<file path="config.mk">
export PLATFORM = sky130hd
export DESIGN_NAME = snmp_response_value_extractor
export DESIGN_NICKNAME = d
export VERILOG_FILES = /design/src/rtl/srve_pkg.sv /design/src/rtl/srve_parser.sv /design/src/rtl/srve_out_fifo.sv /design/src/rtl/snmp_response_value_extractor.sv
export VERILOG_INCLUDE_DIRS = /design/src /design/src/rtl
export SDC_FILE = /design/constraint.sdc
export NUM_CORES = 2
export LEC_CHECK = 0
export BUFFER_PORTS_ARGS = -buffer_cell sky130_fd_sc_hd__buf_2
export CAP_MARGIN = 40
export CORE_AREA = 8 8 306 382
export DETAILED_ROUTE_END_ITERATION = 16
export DIE_AREA = 0 0 314 390
export PLACE_DENSITY = 0.59
export SETUP_SLACK_MARGIN = 0.15
export SKIP_LAST_GASP = 1
export SYNTH_ARGS = -nofsm -noshare
export SYNTH_HDL_FRONTEND = slang
export SYNTH_HIERARCHICAL = 1
export SYNTH_SLANG_ARGS = --single-unit
</file>
<file path="constraint.sdc">
create_clock -name clk -period 22.2 [get_ports clk]
set_input_delay 3.33 -clock clk [delete_from_list [all_inputs] [get_ports clk]]
set_output_delay 3.33 -clock clk [all_outputs]
set_load 0.01 [all_outputs]
</file>
<file path="src/rtl/snmp_response_value_extractor_defines.svh">
// Assertion macros shared by the SNMP response value extractor RTL.
`ifndef SNMP_RESPONSE_VALUE_EXTRACTOR_DEFINES_SVH
`define SNMP_RESPONSE_VALUE_EXTRACTOR_DEFINES_SVH

`ifndef SYNTHESIS

// Check an implication on every clock edge outside reset
`define SRVE_ASSERT_IMPLIES(lbl, ante, cons, msg) \
  lbl: assert property (@(posedge clk) disable iff (!rst_n) (ante) |-> (cons)) \
    else $error(msg);

// Check a condition on every clock edge outside reset
`define SRVE_ASSERT_ALWAYS(lbl, cond, msg) \
  lbl: assert property (@(posedge clk) disable iff (!rst_n) (cond)) \
    else $error(msg);

`else

`define SRVE_ASSERT_IMPLIES(lbl, ante, cons, msg)
`define SRVE_ASSERT_ALWAYS(lbl, cond, msg)

`endif

`endif

</file>
<file path="src/rtl/srve_pkg.sv">
// Types, constants and codes of the SNMP response value extractor.
`default_nettype none

package srve_pkg;

  localparam int MAX_MESSAGE_BYTES = 512;
  localparam int MAX_OID_BYTES     = 16;
  localparam int POS_W             = $clog2(MAX_MESSAGE_BYTES + 1);
  localparam int OID_IDX_W         = $clog2(MAX_OID_BYTES + 1);
  localparam int CFG_DATA_W        = 64;
  localparam int CFG_IDX_W         = 2;
  localparam int FIFO_DEPTH        = 4;
  localparam int FIFO_PTR_W        = $clog2(FIFO_DEPTH);
  localparam int FIFO_CNT_W        = $clog2(FIFO_DEPTH + 1);

  // BER tags
  localparam logic [7:0] TAG_SEQUENCE = 8'h30;
  localparam logic [7:0] TAG_INTEGER  = 8'h02;
  localparam logic [7:0] TAG_OCTETS   = 8'h04;
  localparam logic [7:0] TAG_OID      = 8'h06;
  localparam logic [6:0] LEN_MASK     = 7'h7F;

  // Configuration register indexes
  localparam logic [CFG_IDX_W-1:0] REG_OID_LOW    = 2'd0;
  localparam logic [CFG_IDX_W-1:0] REG_OID_HIGH   = 2'd1;
  localparam logic [CFG_IDX_W-1:0] REG_OID_LENGTH = 2'd2;

  // Report status codes
  localparam logic [2:0] ST_FOUND     = 3'd0;
  localparam logic [2:0] ST_BAD_TAG   = 3'd1;
  localparam logic [2:0] ST_EARLY_END = 3'd2;
  localparam logic [2:0] ST_MISMATCH  = 3'd3;
  localparam logic [2:0] ST_CUT_SHORT = 3'd4;

  // Result kinds
  localparam logic KIND_VALUE  = 1'b0;
  localparam logic KIND_REPORT = 1'b1;

  typedef enum logic [3:0] {
    PH_OUTER, PH_VERSION, PH_COMMUNITY, PH_PDU, PH_INTS,
    PH_VBLIST, PH_VB, PH_OID, PH_VALUE, PH_DONE, PH_FAIL
  } phase_t;

  typedef enum logic [1:0] {
    SUB_TAG, SUB_LEN1, SUB_LENN, SUB_BODY
  } sub_t;

  typedef struct packed {
    logic [7:0] data_byte;
    logic       end_of_message;
  } in_item_t;

  typedef struct packed {
    logic        item_kind;
    logic [7:0]  value_byte;
    logic [8:0]  value_offset;
    logic [2:0]  status;
    logic [7:0]  value_tag;
    logic [31:0] value_length;
    logic [63:0] value_word;
    logic        final_res;
  } out_item_t;

  // Results produced by one parsed byte
  typedef struct packed {
    logic push0;
    logic push1;
  } push_t;

endpackage

`default_nettype wire

</file>
<file path="src/rtl/srve_parser.sv">
// BER walker: configuration registers, parse state and per-byte result build.
`default_nettype none

module srve_parser
  import srve_pkg::*;
(
  input  wire logic                  clk,
  input  wire logic                  rst_n,
  input  wire logic                  cfg_wr_en,
  input  wire logic [CFG_IDX_W-1:0]  cfg_index,
  input  wire logic [CFG_DATA_W-1:0] cfg_wdata,
  input  wire logic                  go,
  input  wire in_item_t              item,
  output push_t                      push,
  output out_item_t                  res0,
  output out_item_t                  res1
);

  logic [63:0]          oid_low_r;
  logic [63:0]          oid_high_r;
  logic [4:0]           oid_len_r;

  phase_t               phase_r, phase_nxt;
  sub_t                 sub_r, sub_nxt;
  logic [1:0]           ints_r, ints_nxt;
  logic [31:0]          lacc_r, lacc_nxt;
  logic [6:0]           lleft_r, lleft_nxt;
  logic [31:0]          skip_r, skip_nxt;
  logic [POS_W-1:0]     pos_r, pos_nxt;
  logic [OID_IDX_W-1:0] idx_r, idx_nxt;
  logic                 match_r, match_nxt;
  logic [7:0]           ctag_r, ctag_nxt;
  logic [31:0]          clen_r, clen_nxt;
  logic [POS_W-1:0]     seen_r, seen_nxt;
  logic [63:0]          vacc_r, vacc_nxt;

  logic [15:0][7:0]     tgt;
  logic [7:0]           b;

  assign tgt = {oid_high_r, oid_low_r};
  assign b   = item.data_byte;

  // Write configuration registers
  always_ff @(posedge clk) begin
    if (!rst_n) begin
      oid_low_r  <= '0;
      oid_high_r <= '0;
      oid_len_r  <= 5'd1;
    end else if (cfg_wr_en) begin
      unique case (cfg_index)
        REG_OID_LOW:    oid_low_r  <= cfg_wdata;
        REG_OID_HIGH:   oid_high_r <= cfg_wdata;
        REG_OID_LENGTH: oid_len_r  <= cfg_wdata[4:0];
        default: ;
      endcase
    end
  end

  // Walk one byte through the BER layout and build its results
  always_comb begin
    logic        do_len;
    logic        do_skip_end;
    logic [31:0] len_val;
    logic [2:0]  st;

    phase_nxt = phase_r;
    sub_nxt   = sub_r;
    ints_nxt  = ints_r;
    lacc_nxt  = lacc_r;
    lleft_nxt = lleft_r;
    skip_nxt  = skip_r;
    pos_nxt   = pos_r;
    idx_nxt   = idx_r;
    match_nxt = match_r;
    ctag_nxt  = ctag_r;
    clen_nxt  = clen_r;
    seen_nxt  = seen_r;
    vacc_nxt  = vacc_r;
    push      = '0;
    res0      = '0;
    res1      = '0;
    do_len      = 1'b0;
    do_skip_end = 1'b0;
    len_val     = '0;
    st          = ST_EARLY_END;

    if (go) begin
      if (pos_r < POS_W'(MAX_MESSAGE_BYTES)) begin
        pos_nxt = pos_r + 1'b1;
        if (phase_r != PH_DONE && phase_r != PH_FAIL) begin
          unique case (sub_r)
            SUB_TAG: begin
              priority if ((phase_r == PH_OUTER || phase_r == PH_VBLIST ||
                            phase_r == PH_VB) && b != TAG_SEQUENCE) begin
                phase_nxt = PH_FAIL;
              end else if ((phase_r == PH_VERSION || phase_r == PH_INTS) &&
                           b != TAG_INTEGER) begin
                phase_nxt = PH_FAIL;
              end else if (phase_r == PH_COMMUNITY && b != TAG_OCTETS) begin
                phase_nxt = PH_FAIL;
              end else if (phase_r == PH_OID && b != TAG_OID) begin
                phase_nxt = PH_FAIL;
              end else begin
                if (phase_r == PH_VALUE) begin
                  ctag_nxt = b;
                end
                sub_nxt = SUB_LEN1;
              end
            end
            SUB_LEN1: begin
              if (!b[7]) begin
                do_len  = 1'b1;
                len_val = {24'd0, b};
              end else begin
                lleft_nxt = b[6:0] & LEN_MASK;
                lacc_nxt  = '0;
                if (b[6:0] == 7'd0) begin
                  do_len = 1'b1;
                end else begin
                  sub_nxt = SUB_LENN;
                end
              end
            end
            SUB_LENN: begin
              lacc_nxt  = {lacc_r[23:0], b};
              lleft_nxt = lleft_r - 1'b1;
              if (lleft_r == 7'd1) begin
                do_len  = 1'b1;
                len_val = lacc_nxt;
              end
            end
            SUB_BODY: begin
              if (phase_r == PH_VALUE) begin
                if (match_r) begin
                  push.push0         = 1'b1;
                  res0.item_kind     = KIND_VALUE;
                  res0.value_byte    = b;
                  res0.value_offset  = seen_r[8:0];
                  vacc_nxt           = {vacc_r[55:0], b};
                end
                seen_nxt = seen_r + 1'b1;
                if ({{(32-POS_W){1'b0}}, seen_nxt} >= clen_r) begin
                  phase_nxt = PH_DONE;
                end
              end else if (phase_r == PH_OID) begin
                if (idx_r >= OID_IDX_W'(MAX_OID_BYTES) || tgt[idx_r[3:0]] != b) begin
                  match_nxt = 1'b0;
                end
                if (idx_r != OID_IDX_W'(MAX_OID_BYTES)) begin
                  idx_nxt = idx_r + 1'b1;
                end
                skip_nxt = skip_r - 1'b1;
                if (skip_r == 32'd1) begin
                  phase_nxt = PH_VALUE;
                  sub_nxt   = SUB_TAG;
                end
              end else begin
                skip_nxt = skip_r - 1'b1;
                if (skip_r == 32'd1) begin
                  do_skip_end = 1'b1;
                end
              end
            end
          endcase

          // Act on a completed length
          if (do_len) begin
            unique case (phase_r)
              PH_OUTER: begin
                phase_nxt = PH_VERSION;
                sub_nxt   = SUB_TAG;
              end
              PH_PDU: begin
                phase_nxt = PH_INTS;
                sub_nxt   = SUB_TAG;
              end
              PH_VBLIST: begin
                phase_nxt = PH_VB;
                sub_nxt   = SUB_TAG;
              end
              PH_VB: begin
                phase_nxt = PH_OID;
                sub_nxt   = SUB_TAG;
              end
              PH_VERSION, PH_COMMUNITY, PH_INTS: begin
                skip_nxt = len_val;
                if (len_val == 32'd0) begin
                  do_skip_end = 1'b1;
                end else begin
                  sub_nxt = SUB_BODY;
                end
              end
              PH_OID: begin
                idx_nxt   = '0;
                match_nxt = (len_val == {27'd0, oid_len_r});
                skip_nxt  = len_val;
                if (len_val == 32'd0) begin
                  phase_nxt = PH_VALUE;
                  sub_nxt   = SUB_TAG;
                end else begin
                  sub_nxt = SUB_BODY;
                end
              end
              default: begin
                clen_nxt = len_val;
                seen_nxt = '0;
                if (len_val == 32'd0) begin
                  phase_nxt = PH_DONE;
                end else begin
                  sub_nxt = SUB_BODY;
                end
              end
            endcase
          end

          // Close a skipped element
          if (do_skip_end) begin
            sub_nxt = SUB_TAG;
            priority if (phase_r == PH_INTS) begin
              ints_nxt = ints_r + 1'b1;
              if (ints_r == 2'd2) begin
                phase_nxt = PH_VBLIST;
              end
            end else if (phase_r == PH_VERSION) begin
              phase_nxt = PH_COMMUNITY;
            end else begin
              phase_nxt = PH_PDU;
            end
          end
        end
      end

      // Report on the final byte, then clear the parse state
      if (item.end_of_message) begin
        priority if (phase_nxt == PH_FAIL) begin
          st = ST_BAD_TAG;
        end else if (phase_nxt == PH_DONE) begin
          st = match_nxt ? ST_FOUND : ST_MISMATCH;
        end else if (phase_nxt == PH_VALUE && sub_nxt == SUB_BODY) begin
          st = match_nxt ? ST_CUT_SHORT : ST_MISMATCH;
        end else begin
          st = ST_EARLY_END;
        end
        if (push.push0) begin
          push.push1        = 1'b1;
          res1.item_kind    = KIND_REPORT;
          res1.status       = st;
          res1.value_tag    = ctag_nxt;
          res1.value_length = clen_nxt;
          res1.value_word   = match_nxt ? vacc_nxt : 64'd0;
          res1.final_res    = 1'b1;
        end else begin
          push.push0        = 1'b1;
          res0.item_kind    = KIND_REPORT;
          res0.status       = st;
          res0.value_tag    = ctag_nxt;
          res0.value_length = clen_nxt;
          res0.value_word   = match_nxt ? vacc_nxt : 64'd0;
          res0.final_res    = 1'b1;
        end
        phase_nxt = PH_OUTER;
        sub_nxt   = SUB_TAG;
        ints_nxt  = '0;
        lacc_nxt  = '0;
        lleft_nxt = '0;
        skip_nxt  = '0;
        pos_nxt   = '0;
        idx_nxt   = '0;
        match_nxt = 1'b0;
        ctag_nxt  = '0;
        clen_nxt  = '0;
        seen_nxt  = '0;
        vacc_nxt  = '0;
      end
    end
  end

  // Advance parse state
  always_ff @(posedge clk) begin
    if (!rst_n) begin
      phase_r <= PH_OUTER;
      sub_r   <= SUB_TAG;
      ints_r  <= '0;
      lacc_r  <= '0;
      lleft_r <= '0;
      skip_r  <= '0;
      pos_r   <= '0;
      idx_r   <= '0;
      match_r <= 1'b0;
      ctag_r  <= '0;
      clen_r  <= '0;
      seen_r  <= '0;
      vacc_r  <= '0;
    end else begin
      phase_r <= phase_nxt;
      sub_r   <= sub_nxt;
      ints_r  <= ints_nxt;
      lacc_r  <= lacc_nxt;
      lleft_r <= lleft_nxt;
      skip_r  <= skip_nxt;
      pos_r   <= pos_nxt;
      idx_r   <= idx_nxt;
      match_r <= match_nxt;
      ctag_r  <= ctag_nxt;
      clen_r  <= clen_nxt;
      seen_r  <= seen_nxt;
      vacc_r  <= vacc_nxt;
    end
  end

endmodule

`default_nettype wire

</file>
<file path="src/rtl/srve_out_fifo.sv">
// Result queue: takes up to two results a cycle, hands out one per transfer.
`default_nettype none

module srve_out_fifo
  import srve_pkg::*;
(
  input  wire logic      clk,
  input  wire logic      rst_n,
  input  wire push_t     push,
  input  wire out_item_t res0,
  input  wire out_item_t res1,
  output logic           room,
  output logic           out_valid,
  input  wire logic      out_stall,
  output out_item_t      out_data
);

  out_item_t             mem [FIFO_DEPTH];
  logic [FIFO_PTR_W-1:0] wptr_r, wptr_nxt;
  logic [FIFO_PTR_W-1:0] rptr_r, rptr_nxt;
  logic [FIFO_CNT_W-1:0] cnt_r, cnt_nxt;
  logic                  pop;
  logic [FIFO_CNT_W-1:0] n_push;

  assign out_valid = (cnt_r != '0);
  assign out_data  = mem[rptr_r];
  assign pop       = out_valid && !out_stall;
  // Two free entries needed, judged on the registered count only
  assign room      = (cnt_r <= FIFO_CNT_W'(FIFO_DEPTH - 2));
  assign n_push    = FIFO_CNT_W'(push.push0) + FIFO_CNT_W'(push.push1);

  always_comb begin
    wptr_nxt = wptr_r + FIFO_PTR_W'(n_push);
    rptr_nxt = pop ? rptr_r + 1'b1 : rptr_r;
    cnt_nxt  = cnt_r + n_push - FIFO_CNT_W'(pop);
  end

  // Write incoming results
  always_ff @(posedge clk) begin
    if (push.push0) begin
      mem[wptr_r] <= res0;
    end
    if (push.push1) begin
      mem[wptr_r + 1'b1] <= res1;
    end
  end

  // Advance pointers and count
  always_ff @(posedge clk) begin
    if (!rst_n) begin
      wptr_r <= '0;
      rptr_r <= '0;
      cnt_r  <= '0;
    end else begin
      wptr_r <= wptr_nxt;
      rptr_r <= rptr_nxt;
      cnt_r  <= cnt_nxt;
    end
  end

endmodule

`default_nettype wire

</file>
<file path="src/rtl/snmp_response_value_extractor.sv">
// Top level of the SNMP response value extractor.
// Takes one message byte per cycle while in_stall is low and walks the BER
// layout of an SNMP response up to the first varbind; while its OID matches
// the configured target, each value byte is sent out, and the final byte of a
// message yields a report. Throughput is one byte per cycle unless stalled; a
// byte's results pass through the input register, then a four-entry result
// queue. in_stall rises while a byte is held and the queue has fewer than
// two free entries, as one byte can give a value byte and a report together.
// Write the target OID registers only while no message is in progress.
`default_nettype none

`include "snmp_response_value_extractor_defines.svh"

module snmp_response_value_extractor
  import srve_pkg::*;
(
  input  wire logic                  clk,
  input  wire logic                  rst_n,
  input  wire logic                  cfg_wr_en,
  input  wire logic [CFG_IDX_W-1:0]  cfg_index,
  input  wire logic [CFG_DATA_W-1:0] cfg_wdata,
  input  wire logic                  in_valid,
  output logic                       in_stall,
  input  wire in_item_t              in_data,
  output logic                       out_valid,
  input  wire logic                  out_stall,
  output out_item_t                  out_data
);

  logic      s1_valid_r;
  in_item_t  s1_data_r;
  logic      room;
  logic      go;
  push_t     push;
  out_item_t res0;
  out_item_t res1;

  // Parse the held byte once the queue has space for both results
  assign go       = s1_valid_r && room;
  assign in_stall = s1_valid_r && !room;

  // Hold the input byte
  always_ff @(posedge clk) begin
    if (!rst_n) begin
      s1_valid_r <= 1'b0;
    end else if (!in_stall) begin
      s1_valid_r <= in_valid;
    end
  end

  always_ff @(posedge clk) begin
    if (!in_stall && in_valid) begin
      s1_data_r <= in_data;
    end
  end

  srve_parser u_parser (
    .clk       (clk),
    .rst_n     (rst_n),
    .cfg_wr_en (cfg_wr_en),
    .cfg_index (cfg_index),
    .cfg_wdata (cfg_wdata),
    .go        (go),
    .item      (s1_data_r),
    .push      (push),
    .res0      (res0),
    .res1      (res1)
  );

  srve_out_fifo u_out_fifo (
    .clk       (clk),
    .rst_n     (rst_n),
    .push      (push),
    .res0      (res0),
    .res1      (res1),
    .room      (room),
    .out_valid (out_valid),
    .out_stall (out_stall),
    .out_data  (out_data)
  );

  // A second result only ever follows a first
  `SRVE_ASSERT_IMPLIES(a_push_order, push.push1, push.push0, "second result without first")
  // A pair is a value byte followed by the report
  `SRVE_ASSERT_IMPLIES(a_pair_kinds, push.push1,
    (res0.item_kind == KIND_VALUE && res1.item_kind == KIND_REPORT), "bad result pair")
  // Results are only built for a byte that is parsed
  `SRVE_ASSERT_IMPLIES(a_push_go, push.push0, go, "result without parsed byte")
  // Reports carry the final flag, value bytes do not
  `SRVE_ASSERT_ALWAYS(a_final_flag,
    (!out_valid || out_data.final_res == out_data.item_kind), "final flag mismatch")

endmodule

`default_nettype wire
</file>
After elaboration in Yosys (flattened, before gate mapping)
Memory sizes are Yosys's and may differ from the RTL's. A register that Yosys moved wholly into a read port is not among the register bits.
Cells that the tools add are included.
{"block": "op_classes", "add_sub_neg": 12, "magnitude_cmp": 5, "n_eq_ne": 30, "mux": 171, "reduce_logical": 39}
{"op": "$mux 108", "count": 5}
{"op": "$mux 32", "count": 16}
{"op": "$mux 64", "count": 7}
{"op": "$mux 126", "count": 1}
{"op": "$mux 24", "count": 4}
{"op": "$mux 10", "count": 9}
{"op": "$mux 8", "count": 10}
{"op": "$mux 18", "count": 4}
{"op": "$mux 4", "count": 18}
{"op": "$pmux 32 s2", "count": 1}
{"op": "$mux 2", "count": 27}
{"op": "$pmux 24 s2", "count": 1}
{"op": "$mux 5", "count": 9}
{"op": "$mux 1", "count": 42}
{"op": "$mux 7", "count": 5}
{"op": "$bmux 8 s4", "count": 1}
{"op": "$eq 32x1->1 const B", "count": 1}
{"op": "$eq 32x5->1", "count": 1}
{"op": "$ge 10x32->1", "count": 1}
{"op": "$logic_not 32->1", "count": 1}
{"op": "$sub 32x1->32 const B", "count": 1}
{"op": "$pmux 4 s6", "count": 1}
{"op": "$add 10x1->10 const B", "count": 2}
{"op": "$mux 17", "count": 1}
{"op": "45 further kinds", "count": 88}
{"block": "word_totals", "regBits": 351, "ram_bits": 504, "in_bits": 80, "mem_count": 1}
{"name": "u_out_fifo.mem", "words": 4, "word_bits": 126, "read_ports": 1, "rd_clocked_by_memory_dff": 1, "wr": 2, "line": "srve_out_fifo.sv:18", "source": "out_item_t mem [FIFO_DEPTH];"}

Logic depth before layout (Yosys ltp)
{"block": "logic_depth", "word_depth": 25, "ltp_mapped": 19, "ltp_nobuf": 16}

Modules after synthesis
The synthesis kept the hierarchy.
{"mod": "srve_out_fifo", "instances": 1, "cells_each": 1270, "area_per_inst_um2": 24768.8, "seq_area_each_um2": 15314.7}
{"mod": "srve_parser", "instances": 1, "cells_each": 2366, "area_per_inst_um2": 18883.1, "seq_area_each_um2": 6686.4}
{"mod": "snmp_response_value_extractor", "instances": 1, "cells_each": 14, "area_per_inst_um2": 324.1, "seq_area_each_um2": 290.3}

Worst setup path before layout
OpenSTA, ideal clock, no wires.
{"block": "synth_path", "path_kind": "flip-flop to flip-flop", "startpoint": "reg u_parser.phase_r[3]", "endpoint": "mem u_out_fifo/mem[0][0] (netlist bit) (enable)", "t_arrival_ns": 10.896, "required_ns": 21.415, "slack_ns": 10.519, "stages_incl_launch_ff": 12, "cell_sequence": "dfxtp_1 clkbuf_1 nor2b_1 and3_1 nand3_1 nor2_1 a21oi_1 clkbuf_1 clkbuf_1 inv_1 nand2b_1 o21ai_0"}
{"element": "start, declared", "line": "srve_parser.sv:23", "source": "phase_t phase_r, phase_nxt;"}
{"element": "start signal, assigned", "line": "srve_parser.sv:295", "source": "phase_r <= phase_nxt;"}
{"element": "end, declared", "line": "srve_out_fifo.sv:18"}

==> summary.txt <==
Drt
  • Via Count: 29538
  • Routed WL: 122000 um
  • Detailed router's first-iteration violation count: 2230
  • Routed vias/inst: 5.58
  • Post-DRT Antenna Nets: 0
  • Routed len/inst: 23.1 um
  • # DRC: 0
  • Drt pass-1 iters: 6

Finish
  • Nets: 3865
  • Register area: 22300 sq um
  • Finished layout cell area: 49600 sq um
  • Fin cells: 5294
  • Number of fill cells: 10158
  • Area of the multi-input gates: 20300 sq um
  • Finished Core Util: 44.7%
  • Share of layout cells above drive strength 1: 29.3%
  • Synthesis-to-layout area growth: 12.8%

STA
  • Relative slew slack: 7.43%
  • Skew final: 0.0277 ns
  • Sum Neg Setup Slack: 0 ns
  • RSZ-0062 raised after global routing: no
  • Fin crit period: 6.82 ns
  • Fmax: 147 MHz
  • Slew @ Worst Pin: 1.39 ns
  • Slew Limit Fails: 0
  • Fin crit share: 30.7%
  • Final setup fails: 0
  • Fin. Hold Viols: 0

Critical path
  • Critical Path Slowest Stage Cell: a21oi_1
  • Reg-to-Reg Start: u_parser/phase_r[0]
  • Crit. End Element: register
  • CP required: 22.62 ns
  • CP Cell Sequence: xor2_1, a21oi_1, nand2_1, nor2_1, nand2_4, inv_1, nor2b_2, and2_4, buf_4, buf_4, buf_16, mux2_2
  • WS Path Type: register to register
  • FF-to-FF path depth: 12
  • CP Launch Type: register
  • Slowest stage delay, CP: 0.78 ns
  • Max FO, Critical Path: 47
  • R2r setup slk: 15.38 ns
  • Reg-to-Reg End: u_out_fifo/mem[1][77]
  • Cell mode on critical path: buf_4
  • CP arrival: 7.24 ns
  • WP buf/inv: 4
  • CP delay by family, top: simple AND/OR/NAND/NOR gates

Floorplan
  • Die height: 390 um
  • Initial Utilization: 39.7%
  • Ports: 208
  • Die X: 314 um
  • # rows: 137
  • Die area: 122000 sq um
  • Total core area: 111000 sq um

Synthesis
  • YS warnings: 6
  • Synth Flop Type: edfxtp_1
  • Count of different cell masters after synthesis: 89
  • Synth area leaders: edfxtp_1 35%, dfxtp_1 16%, mux2_2 12%
  • FFs w/ async S/R, synth: 0%
  • Synth Instances: 3650
  • Mapped Area: 44000 sq um
  • #FFs+latches synth: 857
  • Most frequent cell after synthesis: edfxtp_1
  • Syn_area_per_cell: 12.0 sq um
  • Post-synthesis sequential area ratio: 50.7%
  • Cell taking the most area after synthesis: edfxtp_1
  • EDFF count, synth: 513
  • Synth cell count leaders: 513 x edfxtp_1, 470 x mux2_2, 366 x nand2_1
  • Yosys top cell area share: 35.0%

Clock tree
  • Post-CTS Resized: 0
  • H-tree levels: 3
  • Clock Tree Buf Depth: 3
  • Clk root buf: clkbuf_16
  • CTS Hold Buffers Added: 0
  • Worst-Skew Late Latency: 0.68 ns
  • TritonCTS sink count: 857
  • Clock transition at the registers of the reported paths: 0.06 ns
  • Setup bufs post-CTS: 0
  • CTS buffer count: 92
  • CTS tree: done

Placed design
  • RD Place Congestion: 0.859
  • Port-buffer cells: 207
  • Dpl hpwl: 78000 um
  • Placed cell area: 46500 sq um
  • Placed insts: 5120

Global route
  • GR Overflow Total: 0
  • All-Layer GR Usage: 19.4%
  • Antenna violations before repair: 5
  • Pin count of the biggest net entering global routing: 252
  • Vias in the first global route: 30040
  • First-pass GRT wire length: 187000 um

Run
  • Max Cap Viol: 0

Worst hold path
  • Hold_sp: u_parser/oid_high_r[29]
  • Hold depth: 2
  • HP Class: register to register
  • Hold worst-path end: u_parser/oid_high_r[29]

Pwr
  • Peak supply drop: 100 uV
  • Power, Total: 3.83 mW
  • Lkg Pwr: 17.2 nW
  • Power density over the cells: 77.3 nW/um^2

Outcome
  • Status: complete, no violations
## per-stage QoR
step	hold slack (ns)	setup WS (ns)
after detailed placement	0.455	14.91
after CTS	0.464	14.89
final	0.462	15.38
after global routing	0.483	15.03
after floorplan	0.439	10.52
after global placement	0.444	15.00
## area by class of cell
cell class	count	share of cell area, %
diodes	1	0.00505
clock buffers	125	5.31
clock inverters	47	0.868
inverters	48	0.363
multi-input cells	2475	41.0
flip-flops and latches	857	45.0
well taps	1459	3.68
repair buffers	282	3.83
## worst max path at each step
stage | from | end | slack [ns] | cells past startpoint
6_report | u_parser/phase_r[0] | u_out_fifo/mem[1][77] | 15.38 | 12
5_1_grt | u_parser/phase_r[0] | u_out_fifo/mem[1][77] | 15.03 | 12
4_1_cts | u_parser/phase_r[0] | u_out_fifo/mem[1][73] | 14.89 | 12
3_5_place_dp | u_parser/phase_r[0] | u_out_fifo/mem[1][80] | 14.91 | 12
3_3_place_gp | u_parser/phase_r[0] | u_out_fifo/mem[1][83] | 15.00 | 11
2_1_floorplan | u_parser/phase_r[3] | u_out_fifo/mem[0][0] | 10.52 | 11
## state kept, by name, summed over array words and instances, names as in the netlist, named ones only
register	flops
u_parser/ints_r	2
u_parser/seen_r	10
u_parser/pos_r	10
u_parser/ctag_r	8
u_out_fifo/rptr_r	2
u_parser/oid_low_r	64
u_parser/match_r	1
s1_valid_r	1
u_out_fifo/wptr_r	2
u_parser/vacc_r	64
u_out_fifo/cnt_r	3
u_parser/idx_r	5
u_parser/oid_high_r	64
s1_data_r	9
u_parser/lleft_r	7
u_out_fifo/mem	504
u_parser/oid_len_r	5
u_parser/lacc_r	24
u_parser/skip_r	32
u_parser/sub_r	2
u_parser/phase_r	4
u_parser/clen_r	32
## worst reg2reg max path, delay by kind of cell, from the launching register on
kind | cells | cell delay [ns]
simple gates | 5 | 2.39
buf+inv | 4 | 2.15
compound gates | 1 | 0.78
flops | 1 | 0.62
mux | 1 | 0.40
xor+xnor | 1 | 0.23
## report_power, final
| group | leakage [nW] | switching [mW] | internal [mW] |
|---|---|---|---|
| Clock | 1.51 | 0.662 | 0.895 |
| Sequential | 7.53 | 0.0238 | 1.71 |
| Combinational | 8.11 | 0.312 | 0.231 |
## cells in the final DEF (no fill, tap or decap), types with 10 or more instances in the layout
| cell type | count |
|---|---|
| a21boi_0 | 152 |
| clkbuf_16 | 96 |
| mux2_2 | 470 |
| inv_1 | 45 |
| xor2_1 | 33 |
| edfxtp_1 | 513 |
| o21ai_0 | 54 |
| xnor2_1 | 25 |
| a31oi_1 | 10 |
| nand3_1 | 30 |
| ha_1 | 28 |
| clkinv_1 | 14 |
| clkbuf_1 | 15 |
| o22ai_1 | 14 |
| nand2b_1 | 11 |
| buf_4 | 57 |
| nor4_1 | 21 |
| a32oi_1 | 12 |
| clkbuf_8 | 12 |
| a21oi_1 | 83 |
| buf_16 | 12 |
| and2_1 | 31 |
| nor3_1 | 38 |
| nor2_1 | 297 |
| nand2_1 | 364 |
| dfxtp_1 | 341 |
| mux2i_1 | 91 |
| nor2b_1 | 162 |
| buf_2 | 207 |
| mux4_1 | 15 |
| mux2_4 | 40 |
| a22oi_1 | 139 |
| or3_1 | 16 |
| conb_1 | 18 |
| mux4_2 | 142 |
| clkinv_2 | 17 |
| and3_1 | 24 |
## cell families after synthesis
group           count (synthesis)  synth area share (%)
flops                         857                  50.7
compound gates                553                  8.75
mux                           758                  23.6
other cells                     1               0.00853
simple gates                 1059                  11.3
xor+xnor                       58                  1.16
buf+inv                       335                  3.62
fa+ha+maj                      29                 0.842
## routing by layer
layer	up-vias	GRT usage, %	share of wire (%)
met1	14825	24.4	42
met3	187	2.81	4.9
met2	778	34.3	51
li1	13744	-	-
met4	4	5.67	2.5
met5	-	0	0.018
Power figures use the tool's default switching activity.
